File: src/sv/huffman_code_bit_packer_core_macros.svh
// Assertion macros used by the Huffman code bit packer RTL.
`ifndef HUFFMAN_CODE_BIT_PACKER_CORE_MACROS_SVH
`define HUFFMAN_CODE_BIT_PACKER_CORE_MACROS_SVH

// Checks that the consequent holds in the same cycle as the antecedent.
`define HCBP_ASSERT_SAME(label, ante, cons, msg) \
    label: assert property (@(posedge clk) disable iff (!rst_n) (ante) |-> (cons)) \
        else $error(msg);

// Checks that the consequent holds in the cycle after the antecedent.
`define HCBP_ASSERT_NEXT(label, ante, cons, msg) \
    label: assert property (@(posedge clk) disable iff (!rst_n) (ante) |=> (cons)) \
        else $error(msg);

`endif

File: src/sv/hcbp_pkg.sv
// Package with the types and constants of the Huffman code bit packer.
package hcbp_pkg;

    localparam int SYMBOL_COUNT_DEFAULT    = 256;
    localparam int MAX_CODE_LENGTH_DEFAULT = 8;

    localparam int CMD_W    = 2;
    localparam int SYMBOL_W = 8;
    localparam int CODE_W   = 8;
    localparam int LEN_W    = 4;

    typedef enum logic [CMD_W-1:0] {
        CMD_LOAD   = 2'd0,
        CMD_ENCODE = 2'd1,
        CMD_FLUSH  = 2'd2
    } cmd_t;

    // One table entry as read back from the code table.
    typedef struct packed {
        logic              present;
        logic [LEN_W-1:0]  length;
        logic [CODE_W-1:0] code;
    } entry_t;

    // Item issued from the accept stage to the packing stage.
    typedef struct packed {
        logic             valid;
        logic [CMD_W-1:0] command;
    } issue_t;

endpackage

File: src/sv/hcbp_req_if.sv
// Request channel interface: commands, symbols and table entries.
interface hcbp_req_if;
    logic                          valid;
    logic                          ready;
    logic [hcbp_pkg::CMD_W-1:0]    command;
    logic [hcbp_pkg::SYMBOL_W-1:0] symbol;
    logic [hcbp_pkg::CODE_W-1:0]   code_bits;
    logic [hcbp_pkg::LEN_W-1:0]    code_length;
    logic                          entry_present;

    modport source (
        output valid, command, symbol, code_bits, code_length, entry_present,
        input  ready
    );

    modport sink (
        input  valid, command, symbol, code_bits, code_length, entry_present,
        output ready
    );
endinterface

File: src/sv/hcbp_rsp_if.sv
// Response channel interface: packed bytes and missing-symbol flags.
interface hcbp_rsp_if;
    logic                        valid;
    logic                        ready;
    logic [hcbp_pkg::CODE_W-1:0] out_byte;
    logic [hcbp_pkg::LEN_W-1:0]  bits_valid;
    logic                        symbol_missing;

    modport source (
        output valid, out_byte, bits_valid, symbol_missing,
        input  ready
    );

    modport sink (
        input  valid, out_byte, bits_valid, symbol_missing,
        output ready
    );
endinterface

File: src/sv/hcbp_code_table.sv
// Code table: a synchronous memory of codes and lengths plus per-entry present bits.
module hcbp_code_table #(
    parameter int SYMBOL_COUNT    = hcbp_pkg::SYMBOL_COUNT_DEFAULT,
    parameter int MAX_CODE_LENGTH = hcbp_pkg::MAX_CODE_LENGTH_DEFAULT
) (
    input  logic                          clk,
    input  logic                          rst_n,
    input  logic                          rd_en,
    input  logic [hcbp_pkg::SYMBOL_W-1:0] rd_symbol,
    input  logic                          wr_en,
    input  logic [hcbp_pkg::SYMBOL_W-1:0] wr_symbol,
    input  logic [hcbp_pkg::CODE_W-1:0]   wr_code,
    input  logic [hcbp_pkg::LEN_W-1:0]    wr_length,
    input  logic                          wr_present,
    output hcbp_pkg::entry_t              lookup
);

    localparam int ADDR_W = $clog2(SYMBOL_COUNT);
    localparam int WORD_W = hcbp_pkg::LEN_W + hcbp_pkg::CODE_W;
    localparam logic [hcbp_pkg::SYMBOL_W:0] LIMIT = (hcbp_pkg::SYMBOL_W + 1)'(SYMBOL_COUNT);
    localparam logic [hcbp_pkg::LEN_W-1:0]  MAX_LEN = hcbp_pkg::LEN_W'(MAX_CODE_LENGTH);

    logic [WORD_W-1:0]            mem [SYMBOL_COUNT];
    logic [SYMBOL_COUNT-1:0]      present_reg;
    logic [WORD_W-1:0]            rd_word_reg;
    logic                         rd_present_reg;
    logic                         rd_in_range;
    logic                         wr_in_range;
    logic [ADDR_W-1:0]            rd_addr;
    logic [ADDR_W-1:0]            wr_addr;
    logic [hcbp_pkg::LEN_W-1:0]   wr_len_sat;
    logic [hcbp_pkg::CODE_W-1:0]  wr_code_masked;

    assign rd_in_range = {1'b0, rd_symbol} < LIMIT;
    assign wr_in_range = {1'b0, wr_symbol} < LIMIT;
    assign rd_addr     = rd_symbol[ADDR_W-1:0];
    assign wr_addr     = wr_symbol[ADDR_W-1:0];

    // Lengths saturate on the way in and code bits past the length are cleared,
    // so the packer can merge the stored code directly.
    assign wr_len_sat     = (wr_length > MAX_LEN) ? MAX_LEN : wr_length;
    assign wr_code_masked = wr_code & ~(8'hFF >> wr_len_sat);

    always_ff @(posedge clk)
    begin
        if (wr_en && wr_in_range)
        begin
            mem[wr_addr] <= {wr_len_sat, wr_code_masked};
        end
        if (rd_en)
        begin
            rd_word_reg <= mem[rd_addr];
        end
    end

    always_ff @(posedge clk or negedge rst_n)
    begin
        if (!rst_n)
        begin
            present_reg    <= '0;
            rd_present_reg <= 1'b0;
        end
        else
        begin
            if (wr_en && wr_in_range)
            begin
                present_reg[wr_addr] <= wr_present;
            end
            if (rd_en)
            begin
                rd_present_reg <= rd_in_range && present_reg[rd_addr];
            end
        end
    end

    assign lookup.present = rd_present_reg;
    assign lookup.length  = rd_word_reg[WORD_W-1:hcbp_pkg::CODE_W];
    assign lookup.code    = rd_word_reg[hcbp_pkg::CODE_W-1:0];

endmodule

File: src/sv/hcbp_packer.sv
// Packing stage: merges looked-up codes into the pending byte and holds the result register.
`include "huffman_code_bit_packer_core_macros.svh"

module hcbp_packer (
    input  logic                        clk,
    input  logic                        rst_n,
    input  hcbp_pkg::issue_t            issue,
    input  hcbp_pkg::entry_t            lookup,
    output logic                        advance,
    output logic                        out_valid,
    input  logic                        out_ready,
    output logic [hcbp_pkg::CODE_W-1:0] out_byte,
    output logic [hcbp_pkg::LEN_W-1:0]  bits_valid,
    output logic                        symbol_missing
);

    localparam int CW = hcbp_pkg::CODE_W;
    localparam int LW = hcbp_pkg::LEN_W;
    localparam logic [LW-1:0] FULL = LW'(CW);

    hcbp_pkg::issue_t   stage_reg;
    logic [CW-1:0]      pending_byte_reg;
    logic [CW-1:0]      pending_byte_next;
    logic [2:0]         pending_count_reg;
    logic [2:0]         pending_count_next;
    logic               out_valid_reg;
    logic               out_valid_next;
    logic [CW-1:0]      out_byte_reg;
    logic [CW-1:0]      out_byte_next;
    logic [LW-1:0]      bits_valid_reg;
    logic [LW-1:0]      bits_valid_next;
    logic               missing_reg;
    logic               missing_next;
    logic [2*CW-1:0]    merged;
    logic [LW-1:0]      total;

    // The pipeline moves whenever the result register is free or being drained.
    assign advance = !out_valid_reg || out_ready;

    assign merged = {pending_byte_reg, {CW{1'b0}}}
                  | ({lookup.code, {CW{1'b0}}} >> pending_count_reg);
    assign total  = {1'b0, pending_count_reg} + lookup.length;

    always_comb
    begin
        pending_byte_next  = pending_byte_reg;
        pending_count_next = pending_count_reg;
        out_valid_next     = 1'b0;
        out_byte_next      = '0;
        bits_valid_next    = '0;
        missing_next       = 1'b0;
        if (stage_reg.valid)
        begin
            case (stage_reg.command)
                hcbp_pkg::CMD_ENCODE:
                begin
                    if (!lookup.present)
                    begin
                        out_valid_next = 1'b1;
                        missing_next   = 1'b1;
                    end
                    else if (total >= FULL)
                    begin
                        out_valid_next     = 1'b1;
                        out_byte_next      = merged[2*CW-1:CW];
                        bits_valid_next    = FULL;
                        pending_byte_next  = merged[CW-1:0];
                        pending_count_next = total[2:0];
                    end
                    else
                    begin
                        pending_byte_next  = merged[2*CW-1:CW];
                        pending_count_next = total[2:0];
                    end
                end
                hcbp_pkg::CMD_FLUSH:
                begin
                    if (pending_count_reg != 3'd0)
                    begin
                        out_valid_next     = 1'b1;
                        out_byte_next      = pending_byte_reg;
                        bits_valid_next    = {1'b0, pending_count_reg};
                        pending_byte_next  = '0;
                        pending_count_next = '0;
                    end
                end
                default:
                begin
                    pending_byte_next = pending_byte_reg;
                end
            endcase
        end
    end

    always_ff @(posedge clk or negedge rst_n)
    begin
        if (!rst_n)
        begin
            stage_reg         <= '0;
            pending_byte_reg  <= '0;
            pending_count_reg <= '0;
            out_valid_reg     <= 1'b0;
        end
        else if (advance)
        begin
            stage_reg         <= issue;
            pending_byte_reg  <= pending_byte_next;
            pending_count_reg <= pending_count_next;
            out_valid_reg     <= out_valid_next;
        end
    end

    always_ff @(posedge clk)
    begin
        if (advance)
        begin
            out_byte_reg   <= out_byte_next;
            bits_valid_reg <= bits_valid_next;
            missing_reg    <= missing_next;
        end
    end

    assign out_valid      = out_valid_reg;
    assign out_byte       = out_byte_reg;
    assign bits_valid     = bits_valid_reg;
    assign symbol_missing = missing_reg;

    `HCBP_ASSERT_SAME(a_pending_low_clear, 1'b1,
        (pending_byte_reg & (8'hFF >> pending_count_reg)) == 8'h00,
        "pending byte has stray bits below its count")
    `HCBP_ASSERT_SAME(a_missing_no_data, out_valid_reg && missing_reg,
        out_byte_reg == 8'h00 && bits_valid_reg == 4'd0,
        "missing-symbol result carries data")
    `HCBP_ASSERT_SAME(a_data_count_range, out_valid_reg && !missing_reg,
        bits_valid_reg != 4'd0 && bits_valid_reg <= FULL,
        "data result has an impossible bit count")
    `HCBP_ASSERT_NEXT(a_stall_holds_state, !advance,
        $stable(pending_byte_reg) && $stable(pending_count_reg) && $stable(stage_reg),
        "packer state changed while stalled")

endmodule

File: src/sv/huffman_code_bit_packer_core.sv
// Top level of the Huffman code bit packer: code table memory feeding a packing stage.
//
// The block keeps a table of Huffman codes, one entry per symbol, in a synchronous
// memory with per-entry present bits, and packs the codes of a symbol stream into
// bytes with the first code bit in bit 7. A load item writes one entry (lengths above
// MAX_CODE_LENGTH are stored as MAX_CODE_LENGTH, code bits past the length are
// dropped, indexes at or above SYMBOL_COUNT are ignored). An encode item returns a
// full byte when eight bits have gathered, nothing otherwise, or a result with
// symbol_missing set when the symbol has no present entry. A flush item with bits
// pending returns the partial byte, zero padded, with its bit count, and clears the
// packer. The block takes one item every cycle unless a waiting result stalls it:
// an accepted item goes into the stage register and its table read into the read
// register, and the merge into the pending byte and the result register works from
// those. A load writes the table at its accept edge, so an encode of the same symbol
// right behind it already sees the new entry. The only thing that slows the input
// is a result left waiting in the result register; while it waits, nothing moves.
module huffman_code_bit_packer_core #(
    parameter int SYMBOL_COUNT    = hcbp_pkg::SYMBOL_COUNT_DEFAULT,
    parameter int MAX_CODE_LENGTH = hcbp_pkg::MAX_CODE_LENGTH_DEFAULT
) (
    input  logic        clk,
    input  logic        rst_n,
    hcbp_req_if.sink    request,
    hcbp_rsp_if.source  response
);

    logic             advance;
    logic             accept;
    hcbp_pkg::issue_t issue;
    hcbp_pkg::entry_t lookup;

    // An item is taken whenever the packing stage can move forward.
    assign request.ready = advance;
    assign accept        = request.valid && advance;

    assign issue.valid   = accept;
    assign issue.command = request.command;

    // The table is written only by load items and read for every accepted item;
    // the packing stage ignores the lookup for anything but an encode.
    hcbp_code_table #(
        .SYMBOL_COUNT    (SYMBOL_COUNT),
        .MAX_CODE_LENGTH (MAX_CODE_LENGTH)
    ) u_table (
        .clk        (clk),
        .rst_n      (rst_n),
        .rd_en      (advance),
        .rd_symbol  (request.symbol),
        .wr_en      (accept && (request.command == hcbp_pkg::CMD_LOAD)),
        .wr_symbol  (request.symbol),
        .wr_code    (request.code_bits),
        .wr_length  (request.code_length),
        .wr_present (request.entry_present),
        .lookup     (lookup)
    );

    hcbp_packer u_packer (
        .clk            (clk),
        .rst_n          (rst_n),
        .issue          (issue),
        .lookup         (lookup),
        .advance        (advance),
        .out_valid      (response.valid),
        .out_ready      (response.ready),
        .out_byte       (response.out_byte),
        .bits_valid     (response.bits_valid),
        .symbol_missing (response.symbol_missing)
    );

endmodule

File: src/flat_wrapper.sv
// flat-port wrapper written by rule: the top's interface ports become plain ports
module huffman_code_bit_packer_core_flat 
#(
    parameter int SYMBOL_COUNT    = hcbp_pkg::SYMBOL_COUNT_DEFAULT,
    parameter int MAX_CODE_LENGTH = hcbp_pkg::MAX_CODE_LENGTH_DEFAULT
)
  (clk, rst_n, request_valid, request_command, request_symbol, request_code_bits, request_code_length, request_entry_present, request_ready, response_valid, response_out_byte, response_bits_valid, response_symbol_missing, response_ready);
  hcbp_req_if request_i ();
  hcbp_rsp_if response_i ();
  input  logic clk;
  input  logic rst_n;
  input wire logic [$bits(request_i.valid)-1:0] request_valid;
  input wire logic [$bits(request_i.command)-1:0] request_command;
  input wire logic [$bits(request_i.symbol)-1:0] request_symbol;
  input wire logic [$bits(request_i.code_bits)-1:0] request_code_bits;
  input wire logic [$bits(request_i.code_length)-1:0] request_code_length;
  input wire logic [$bits(request_i.entry_present)-1:0] request_entry_present;
  output wire logic [$bits(request_i.ready)-1:0] request_ready;
  output wire logic [$bits(response_i.valid)-1:0] response_valid;
  output wire logic [$bits(response_i.out_byte)-1:0] response_out_byte;
  output wire logic [$bits(response_i.bits_valid)-1:0] response_bits_valid;
  output wire logic [$bits(response_i.symbol_missing)-1:0] response_symbol_missing;
  input wire logic [$bits(response_i.ready)-1:0] response_ready;
  assign request_i.valid = request_valid;
  assign request_i.command = request_command;
  assign request_i.symbol = request_symbol;
  assign request_i.code_bits = request_code_bits;
  assign request_i.code_length = request_code_length;
  assign request_i.entry_present = request_entry_present;
  assign request_ready = request_i.ready;
  assign response_valid = response_i.valid;
  assign response_out_byte = response_i.out_byte;
  assign response_bits_valid = response_i.bits_valid;
  assign response_symbol_missing = response_i.symbol_missing;
  assign response_i.ready = response_ready;
  huffman_code_bit_packer_core #(.SYMBOL_COUNT(SYMBOL_COUNT), .MAX_CODE_LENGTH(MAX_CODE_LENGTH)) u_core (.clk(clk), .rst_n(rst_n), .request(request_i), .response(response_i));
endmodule
File: config.mk
export PLATFORM = sky130hd
export DESIGN_NAME = huffman_code_bit_packer_core_flat
export DESIGN_NICKNAME = d
export VERILOG_FILES = /design/src/sv/hcbp_pkg.sv /design/src/sv/hcbp_req_if.sv /design/src/sv/hcbp_rsp_if.sv /design/src/sv/hcbp_code_table.sv /design/src/sv/hcbp_packer.sv /design/src/sv/huffman_code_bit_packer_core.sv /design/src/flat_wrapper.sv
export VERILOG_INCLUDE_DIRS = /design/src /design/src/sv
export SDC_FILE = /design/constraint.sdc
export NUM_CORES = 2
export LEC_CHECK = 0
export BUFFER_PORTS_ARGS = -buffer_cell sky130_fd_sc_hd__buf_2
export CORE_ASPECT_RATIO = 0.7
export CORE_MARGIN = 4
export CORE_UTILIZATION = 40
export CTS_BUF_LIST = sky130_fd_sc_hd__clkbuf_4
export CTS_CLUSTER_SIZE = 25
export DETAILED_ROUTE_END_ITERATION = 8
export GPL_ROUTABILITY_DRIVEN = 0
export MAX_ROUTING_LAYER = met4
export SETUP_SLACK_MARGIN = 0.4
export SLEW_MARGIN = 10
export SYNTH_ARGS = -nofsm -noshare
export SYNTH_HDL_FRONTEND = slang
export SYNTH_SLANG_ARGS = --single-unit
File: constraint.sdc
create_clock -name clk -period 2.45 [get_ports clk]
set_input_delay 0.735 -clock clk [delete_from_list [all_inputs] [get_ports clk]]
set_output_delay 0.735 -clock clk [all_outputs]
set_load 0.02 [all_outputs]
==> run summary <==
* met2 wire length: 166900 microns
* H-tree level count: 6
* DRC Markers: 0
* buffer type at the clock tree root: sky130_fd_sc_hd__clkbuf_4
* gate count of the mapped netlist: 5762
* upper clock frequency limit: 0.3541 GHz
* area used by multi-input combinational logic: 31380 sq um
* leakage component of the power: 55.59 nW
* most used cells in the layout excluding fill and tap cells: 3097 x sky130_fd_sc_hd__edfxtp_1, 1196 x sky130_fd_sc_hd__clkbuf_4, 1008 x sky130_fd_sc_hd__mux4_2
* net switching power figure: 27.24 mW
* number of placed instances, taps included: 11.04k
* WP data required: 1710 ps
* kind of capture point of the worst setup path: primary output
* Routed met3 length: 40240 microns
* slew margin rel.: 6.626%
* WHS: 176.5 ps
* final routed wire length divided by cell count: 30.08 microns
* number of DRC violations after detailed-routing iteration 0: 8863
* worst-margin pin slew: 1395 ps
* fin. max-slew vios: 0
* reported max-cap violation count: 0
* maximum fanout count along the critical path: 2
* final worst slack: -374.4 ps
* violations in the final reports: setup timing
* I/O Pins: 42
* number of flops mapped to enable cells by yosys: 3097
* Vias per Instance: 5.651
* RSZ-0062 raised after global routing: true
* VDD IR-drop max: 536.2 uV
* net switching share of the total power: 23.24%
* core occupancy in the finished layout: 49.62%
* maximum clock skew at final layout: 120.5 ps
* Synth cell types: 59
* via count: 70.52k
* sequential cell fraction of total power: 54.1%
* number of non-filler instances in the completed layout: 12.48k
* most instantiated flip-flop cell in the synthesis netlist: sky130_fd_sc_hd__edfxtp_1
* final-layout setup total negative slack: -187040 ps
* post-synthesis register bit count: 3369
* number of I/O port buffers: 41
* start-to-end type of the worst setup path: reg -> out
* clock latency reported for the late side of the worst-skew pair: 1390 ps
* number of routed nets with antenna violations: 0
* full die area: 338100 sq um
* final count of hold timing violations: 0
* total internal power: 89.96 mW
* final clock period utilization by the worst path: 115.3%
* TritonCTS clock tree: yes
* width of the die: 693.2 microns
* Pre-antenna DRT Iters: 5
* highest routing layer actually used: met4
* half-perimeter wire length of the detailed placement result: 245000 microns
* synthesis-to-layout area growth: 23.06%
* global-route wire length before repair: 530800 microns
* number of nets produced by synthesis: 5795
* combinational power share: 7.1%
* total global routing overflow: 0
* initial standard-cell utilization of the core: 40.33%
* post-route cell area: 161800 sq um
* buffers from clock root to sink, at most: 4
* placement-stage cell area: 149300 sq um
* y dimension of the die: 487.7 microns
* count of yosys warnings during synthesis: 0
* cts bufs inserted: 758
* register cell area after layout: 99810 sq um
* final setup violation count: 2528
* minimum setup slack after placement: -1748 ps
* most common cell after layout, fill and taps aside: sky130_fd_sc_hd__edfxtp_1
* total chip power: 117.2 mW
* fraction of layout instances using a drive strength above 1: 49.66%
* antenna violations before repair: 22
* Post-Route M1 WL: 160100 microns
* Arr. time, crit path: 2090 ps
* crit path time final: 2824 ps
* row count: 175
* via count of the first global-routing pass: 70.94k
* total power per unit cell area: 724.4 nW/um^2
* launching element type of the critical path: flip-flop
* average instance area after synthesis: 22.82 sq um
* All-Layer GR Usage: 22.62%
* wirelength, routed: 375400 microns
* worst min-delay path class: in -> reg
* number of flip-flops under the largest register name: 3072
* Std-Cell Core Area: 326000 sq um
* clock-pin slew of the registers on the worst-case setup and hold paths: 60 ps
* largest net degree at the start of global routing: 122
* CTS sink cnt: 3369
* proportion of register bits with asynchronous set or reset after synthesis: 8.074%
* number of fill cells in the layout: 26.18k
* Clk pwr share: 38.8%
* sequential cell area fraction in the yosys report: 75.91%
* final layout net count: 7549
* outcome: complete, but fails checks
* netlist area before placement: 131500 sq um
-- logic make-up after synthesis --
family	synth area share, %
xor+xnor	0.01333
mux	20.00
simple gates	1.724
fa+ha+maj	0.06281
buf+inv	1.283
flops	75.91
compound gates	1.010
-- routing by layer --
| metal | vias to the layer above | GRT usage [%] |
|---|---|---|
| li1 | 28500 | - |
| met1 | 37678 | 32.76 |
| met2 | 3826 | 31.82 |
| met3 | 513 | 6.095 |
| met4 | 0 | 5.786 |
| met5 | - | - |
-- path summary, 6_finish.rpt --
kind	cells after the start	slack (ps)	to	from
min reg2reg	2	490	u_core.u_packer.pending_byte_reg[5]$_DFFE_PN0P_	u_core.u_packer.pending_byte_reg[5]$_DFFE_PN0P_
max reg2reg	8	-340	u_core.u_table.rd_word_reg[0]$_DFFE_PN_	u_core.u_table.mem[64][0]$_DFFE_PP_
min	4	180	u_core.u_packer.stage_reg[1]$_DFFE_PN0N_	request_command[1]
max in group asynchronous	5	1330	u_core.u_table.present_reg[101]$_DFFE_PN0P_	rst_n
max	3	-370	request_ready	u_core.u_packer.out_valid$_DFFE_PN0N_
min in group asynchronous	4	640	u_core.u_table.present_reg[145]$_DFFE_PN0P_	rst_n
-- cell usage after synthesis (all sizes together), types with 7 or more instances --
cell | number | area (sq um)
a211oi | 25 | 187.7
a21oi | 26 | 130.1
a22o | 14 | 122.6
a22oi | 33 | 247.7
a31oi | 12 | 75.07
a32oi | 11 | 96.34
and3 | 7 | 43.79
buf | 194 | 1112
clkbuf | 143 | 536.8
dfrtp | 272 | 6807
edfxtp | 3097 | 93000
inv | 9 | 33.78
mux2 | 275 | 3097
mux2i | 49 | 490.5
mux4 | 1008 | 22700
nand2 | 80 | 300.3
nand2b | 12 | 75.07
nand3 | 41 | 205.2
nand4 | 13 | 81.33
nor2 | 289 | 1085
nor2b | 43 | 269.0
nor3 | 9 | 45.04
o21ai | 29 | 145.1
-- final cells by class --
class	instances	share of cell area, %
clock inverters	176	0.6504
clock buffers	1196	5.549
inverters	10	0.02320
multi-input cells	2046	19.40
repair buffers	1331	9.317
diodes	15	0.02320
flip-flops and latches	3369	61.69
well taps	4336	3.353
-- what timing repair did --
action | CTS | global route
cloned | 2 | 4
hold buffers | 23 | 0
setup endpoints to repair | 3370 | 3374
endpoints found under the hold margin | 682 | 0
buffers inserted | 8 | 11
gates resized for setup | 224 | 230
pin swaps | 60 | 46
-- power by group through the flow --
stage | Clock [mW] | Combinational, mW | Sequential [mW]
after CTS | 46.6 | 8.16 | 63.4
after detailed placement | 0 | 7.92 | 64.7
after global placement | 0 | 7.79 | 64.6
final | 45.5 | 8.28 | 63.4
after global routing | 49.9 | 8.70 | 63.4
after floorplan | 0 | 4.11 | 64.7
-- critical path, cell delays in order, from the launching register on --
cell	delay, ps
sky130_fd_sc_hd__dfrtp_1	410
sky130_fd_sc_hd__nand2b_4	80
sky130_fd_sc_hd__buf_12	130
sky130_fd_sc_hd__buf_8	120
Power figures use the tool's default switching activity.
